### src/hw/rtl/rthsh_pkg.sv
// Shared types, constants and helpers for the ray/triangle hit shader.
// No dependencies; every other RTL file imports this package.
`default_nettype none
package rthsh_pkg;

    localparam int COORD_BITS = 16;
    localparam int NORM_BITS  = 16;
    localparam int DEN_BITS   = 32;
    localparam int NUM_BITS   = 48;
    localparam int Q_FRAC     = 16;
    localparam int W_BITS     = 42;
    localparam int C_BITS     = 34;
    localparam int DIFF_BITS  = 50;
    localparam int W_SPLIT    = 21;
    localparam int WIDE_BITS  = 76;
    localparam int SAT_BITS   = 63;
    localparam int CFG_BITS   = 48;

    localparam logic signed [WIDE_BITS-1:0] SAT_LIM = {14'b0, 1'b1, 61'b0};

    typedef enum logic [2:0] {
        REG_VERTEX_A     = 3'd0,
        REG_VERTEX_B     = 3'd1,
        REG_VERTEX_C     = 3'd2,
        REG_PLANE_NORMAL = 3'd3,
        REG_PLANE_OFFSET = 3'd4,
        REG_FILL_COLOR   = 3'd5,
        REG_EYE_POSITION = 3'd6,
        REG_PAR_MARGIN   = 3'd7
    } reg_idx_t;

    typedef struct packed {
        logic [CFG_BITS-1:0]   vertex_a;
        logic [CFG_BITS-1:0]   vertex_b;
        logic [CFG_BITS-1:0]   vertex_c;
        logic [CFG_BITS-1:0]   plane_normal;
        logic signed [31:0]    plane_offset;
        logic [23:0]           fill_color;
        logic [CFG_BITS-1:0]   eye_position;
        logic [15:0]           parallel_margin;
    } cfg_t;

    typedef struct packed {
        logic [2:0][COORD_BITS-1:0] d;
        logic                       neg;
        logic                       blank;
        logic [DEN_BITS-1:0]        den;
        logic [NUM_BITS-1:0]        num;
        logic [DEN_BITS-1:0]        rem;
        logic [NUM_BITS-1:0]        q;
    } div_word_t;

    typedef struct packed {
        logic                   blank;
        logic [8:0][W_BITS-1:0] w;
    } edge_word_t;

    function automatic logic signed [SAT_BITS-1:0] clamp61(
        input logic signed [WIDE_BITS-1:0] x);
        logic signed [SAT_BITS-1:0] r;
        if (x > SAT_LIM)
            r = SAT_LIM[SAT_BITS-1:0];
        else if (x < -SAT_LIM)
            r = SAT_BITS'(-SAT_LIM);
        else
            r = x[SAT_BITS-1:0];
        return r;
    endfunction

endpackage
`default_nettype wire

### src/hw/rtl/rthsh_front.sv
// Plane step: divider = N . dir, parallel/backface test, division setup.
// Depends on rthsh_pkg.
`default_nettype none
module rthsh_front
    import rthsh_pkg::*;
(
    input  wire logic                   clk,
    input  wire logic                   rst_n,
    input  wire logic                   en,
    input  wire cfg_t                   cfg,
    input  wire logic                   in_valid,
    input  wire logic [2:0][COORD_BITS-1:0] in_d,
    output logic                        out_valid,
    output div_word_t                   out_word
);

    logic                        v1_reg;
    logic signed [31:0]          prod_reg [3];
    logic [2:0][COORD_BITS-1:0]  d1_reg;
    logic                        v2_reg;
    div_word_t                   w2_reg;

    logic signed [C_BITS-1:0]    sum;
    logic signed [C_BITS-1:0]    margin;
    logic                        blank;
    logic [31:0]                 mag;
    div_word_t                   w2_next;

    always_ff @(posedge clk or negedge rst_n)
    begin
        if (!rst_n)
        begin
            v1_reg <= 1'b0;
            v2_reg <= 1'b0;
        end
        else if (en)
        begin
            v1_reg <= in_valid;
            v2_reg <= v1_reg;
        end
    end

    always_ff @(posedge clk)
    begin
        if (en)
        begin
            for (int i = 0; i < 3; i++)
            begin
                prod_reg[i] <= $signed(cfg.plane_normal[NORM_BITS*i +: NORM_BITS])
                             * $signed(in_d[i]);
            end
            d1_reg <= in_d;
            w2_reg <= w2_next;
        end
    end

    always_comb
    begin
        sum    = C_BITS'(prod_reg[0]) + C_BITS'(prod_reg[1]) + C_BITS'(prod_reg[2]);
        margin = $signed({{(C_BITS-16){1'b0}}, cfg.parallel_margin});
        blank  = (sum <= 0) || (sum < margin);
        mag    = cfg.plane_offset[31] ? (~cfg.plane_offset + 32'd1) : cfg.plane_offset;
        w2_next.d     = d1_reg;
        w2_next.neg   = !cfg.plane_offset[31] && (cfg.plane_offset != 32'sd0);
        w2_next.blank = blank;
        w2_next.den   = blank ? DEN_BITS'(1) : sum[DEN_BITS-1:0];
        w2_next.num   = {mag, {Q_FRAC{1'b0}}};
        w2_next.rem   = '0;
        w2_next.q     = '0;
    end

    assign out_valid = v2_reg;
    assign out_word  = w2_reg;

endmodule
`default_nettype wire

### config.mk
export PLATFORM = sky130hd
export DESIGN_NAME = rthsh_front
export DESIGN_NICKNAME = d
export VERILOG_FILES = /design/src/hw/rtl/rthsh_pkg.sv /design/src/hw/rtl/rthsh_front.sv
export SDC_FILE = /design/constraint.sdc
export NUM_CORES = 2
export LEC_CHECK = 0
export BUFFER_PORTS_ARGS = -buffer_cell sky130_fd_sc_hd__buf_2
export CAP_MARGIN = 25
export CORE_UTILIZATION = 43
export DETAILED_ROUTE_END_ITERATION = 8
export GPL_TIMING_DRIVEN = 0
export PLACE_DENSITY = 0.68
export SKIP_LAST_GASP = 1
export SYNTH_ARGS = -nofsm -noshare
export SYNTH_HDL_FRONTEND = slang
export SYNTH_SLANG_ARGS = --single-unit
### constraint.sdc
create_clock -name clk -period 8 [get_ports clk]
set_input_delay 0.4 -clock clk [delete_from_list [all_inputs] [get_ports clk]]
set_output_delay 0.4 -clock clk [all_outputs]
set_load 0.05 [all_outputs]
==> results_dict.tcl <==
set metrics [dict create \
    die_h_microns 314.0 \
    syn_avg_cell_area_sq_um 10.11 \
    drive_gt1_frac 0.09446 \
    synth_cells 4141 \
    worstPathArrival_ps 7290 \
    seqCellArea_sq_um 7797 \
    cp_top_family "adder cells" \
    crit_top_cell "fa_1" \
    antenna_found_initial 1 \
    slew-limit-headroom 0.4107 \
    dpl.hpwl_microns 87470 \
    drv_slew 0 \
    cts_max_path_buffers 3 \
    insertedDiodeCount 0 \
    clkLatencyLatePin_ps 580 \
    path_buf_inv 7 \
    grt_max_degree 107 \
    yosysSeqAreaShare 0.1862 \
    die-area_sq_um 98620 \
    fin_skew_ps 23.82 \
    worstSetupPathType "in2reg" \
    cpPeakStageDelay_ps 560 \
    die_x_microns 314.0 \
    coreArea_sq_um 96570 \
    ys_ff_latch 260 \
    cts_buffers 36 \
    rsz0062_at_grt "false" \
    grt_pass1_vias 30254 \
    drt-wirelength-per-cell_microns 17.70 \
    drt_iter0_drc 1721 \
    rows 114 \
    end_kind "flip-flop" \
    ys_warn_count 0 \
    area_delta_synth_final_pct 10.67 \
    synthArstFlopShare 0.007692 \
    vias_per_cell 5.018 \
    drc 0 \
    cts_tree "done" \
    placed_cell_area_sq_um 45200 \
    synth_edf_count 258 \
    antenna_left 0 \
    regToRegStartpoint "prod_reg[0][65]" \
    io_pins 575 \
    nFillCells 9053 \
    drtPass1Iterations 5 \
    synth_area_sq_um 41870 \
    cts.clk_slew.worst_paths_ps 60 \
    cts_root_buf "clkbuf_16" \
    setup_viol 0 \
    ys_types 74 \
    min_period_over_period 0.8728 \
    final_area_sq_um 46340 \
    status "finished clean" \
    critPathRequiredTime_ps 8310 \
    fmax_mhz 143.2 \
    grt_pass1_wl_microns 164100 \
    hold_start "cfg[88]" \
    nets 6016 \
    wirelength_microns 103400 \
    worstMarginPinSlew_ps 861.7 \
    hold_ws_ps 50.72 \
    crit_fanout 10 \
    start_util 0.4336 \
    cts_resized 0 \
    slowest_stage "fa_1" \
    hold_violations 0 \
    multi_input_area_sq_um 29840 \
    tns_ps 0 \
    crit_start "in_d[7]" \
    overflow 0 \
    vias 29303 \
    ys.flop_type "edfxtp_1" \
    track_usage 0.2150 \
    cp-start-kind "input port" \
    min_period_ps 6982 \
    h-tree-depth 2 \
    largest_register_ff_count 114 \
    cap_violations 0 \
    clock_sinks 260 \
    portBuffers 262 \
    hp-class "in2reg" \
    place_congestion 0.9193 \
]
[final timing paths]
path	end	slack (ps)	cells past startpoint
max	prod_reg[0][24]	1020	25
min	out_word[96]	50	1
max reg2reg	out_word[137]	2050	20
min reg2reg	out_word[176]	420	0
max in group asynchronous	out_valid	7760	2
min in group asynchronous	v1_reg	140	2
[Yosys cell counts, types with 4 or more instances]
library cell,number,area (sq um)
a211oi_1,11,82.58
clkbuf_1,115,431.7
nand4_1,15,93.84
xor2_1,29,254.0
nor3b_1,4,30.03
o41ai_1,6,52.55
fa_1,819,16400
edfxtp_1,258,7747
nor2b_1,12,75.07
buf_4,97,728.2
a31oi_1,11,68.82
ha_1,294,3679
nand2_1,434,1629
o21a_1,26,195.2
a21boi_0,6,45.04
nand3_1,34,170.2
or4_1,7,52.55
mux2i_1,5,50.05
nor3_1,23,115.1
nand3b_1,4,30.03
and2_1,370,2315
o31ai_1,13,97.59
or2_2,5,31.28
a21o_1,54,405.4
a211o_1,4,35.03
o22ai_1,14,87.58
nand2b_1,27,168.9
o211ai_1,7,52.55
o21bai_1,15,112.6
nor2_1,134,503.0
a21oi_1,91,455.4
inv_1,909,3412
nor4_1,5,31.28
o21ai_0,79,395.4
or3_1,12,75.07
and3_1,7,43.79
xnor2_1,117,1025
a2111oi_0,9,78.83
[logic make-up after synthesis]
family / Yosys count / synth area share
AOI/OAI and AO/OA: 387 / 0.06135
xor gates and xnor gates: 146 / 0.03054
adders and majority gates: 1113 / 0.4795
buffers and inverters: 1122 / 0.1095
DFF: 260 / 0.1862
muxes: 8 / 0.002002
other: 1 / 0.00008957
and+or+nand+nor: 1104 / 0.1308
[repair_timing]
item                      in CTS  in global routing
hold endpoints to repair       2                  0
hold buffers                   1                  0
buffers inserted               0                  0
[per-layer routing]
metal  up-vias  routed length (microns)  GRT usage
li1      13346                        -          -
met3       151                     7262    0.03452
met1     14860                    43440     0.2894
met2       946                    49780     0.3569
met4         0                     2866    0.06408
met5         -                        0          0
[layout make-up]
cell class,instances,area share
Multi-Input combinational cell,2854,0.6441
Sequential cell,260,0.1683
Inverter,909,0.07364
Tap cell,1276,0.03446
Timing Repair Buffer,265,0.02992
Buffer,213,0.02527
Clock buffer,43,0.02001
Clock inverter,19,0.004347
[through the flow]
step	std cells	setup WS, ps	util
finish	5839	1018	0.4798
floorplan	4236	1466	-
global route	5839	676.8	0.4798
global placement	5774	501.4	0.4674
detailed placement	5776	497.5	0.4680
CTS	5839	1093	0.4798
[cell usage in the layout (no fill, tap or decap), types with 9 or more instances in the layout]
cell type,n
fa_1,819
nand3_1,34
edfxtp_1,258
a211oi_1,11
nand2_1,434
nor2_1,134
nor3_1,23
xor2_1,29
o22ai_1,14
buf_2,261
nand4_1,15
and2_1,370
clkbuf_1,122
nor2b_1,12
o21bai_1,15
o21ai_0,79
a2111oi_0,9
clkbuf_16,36
o31ai_1,13
conb_1,96
or3_1,12
a31oi_1,11
a21o_1,54
inv_1,909
buf_4,97
o21a_1,26
xnor2_1,117
nand2b_1,27
ha_1,294
a21oi_1,91
Power is left out: the tool's default activity adds up to more than one toggle a clock period on the data nets, which glitch-free logic cannot reach.
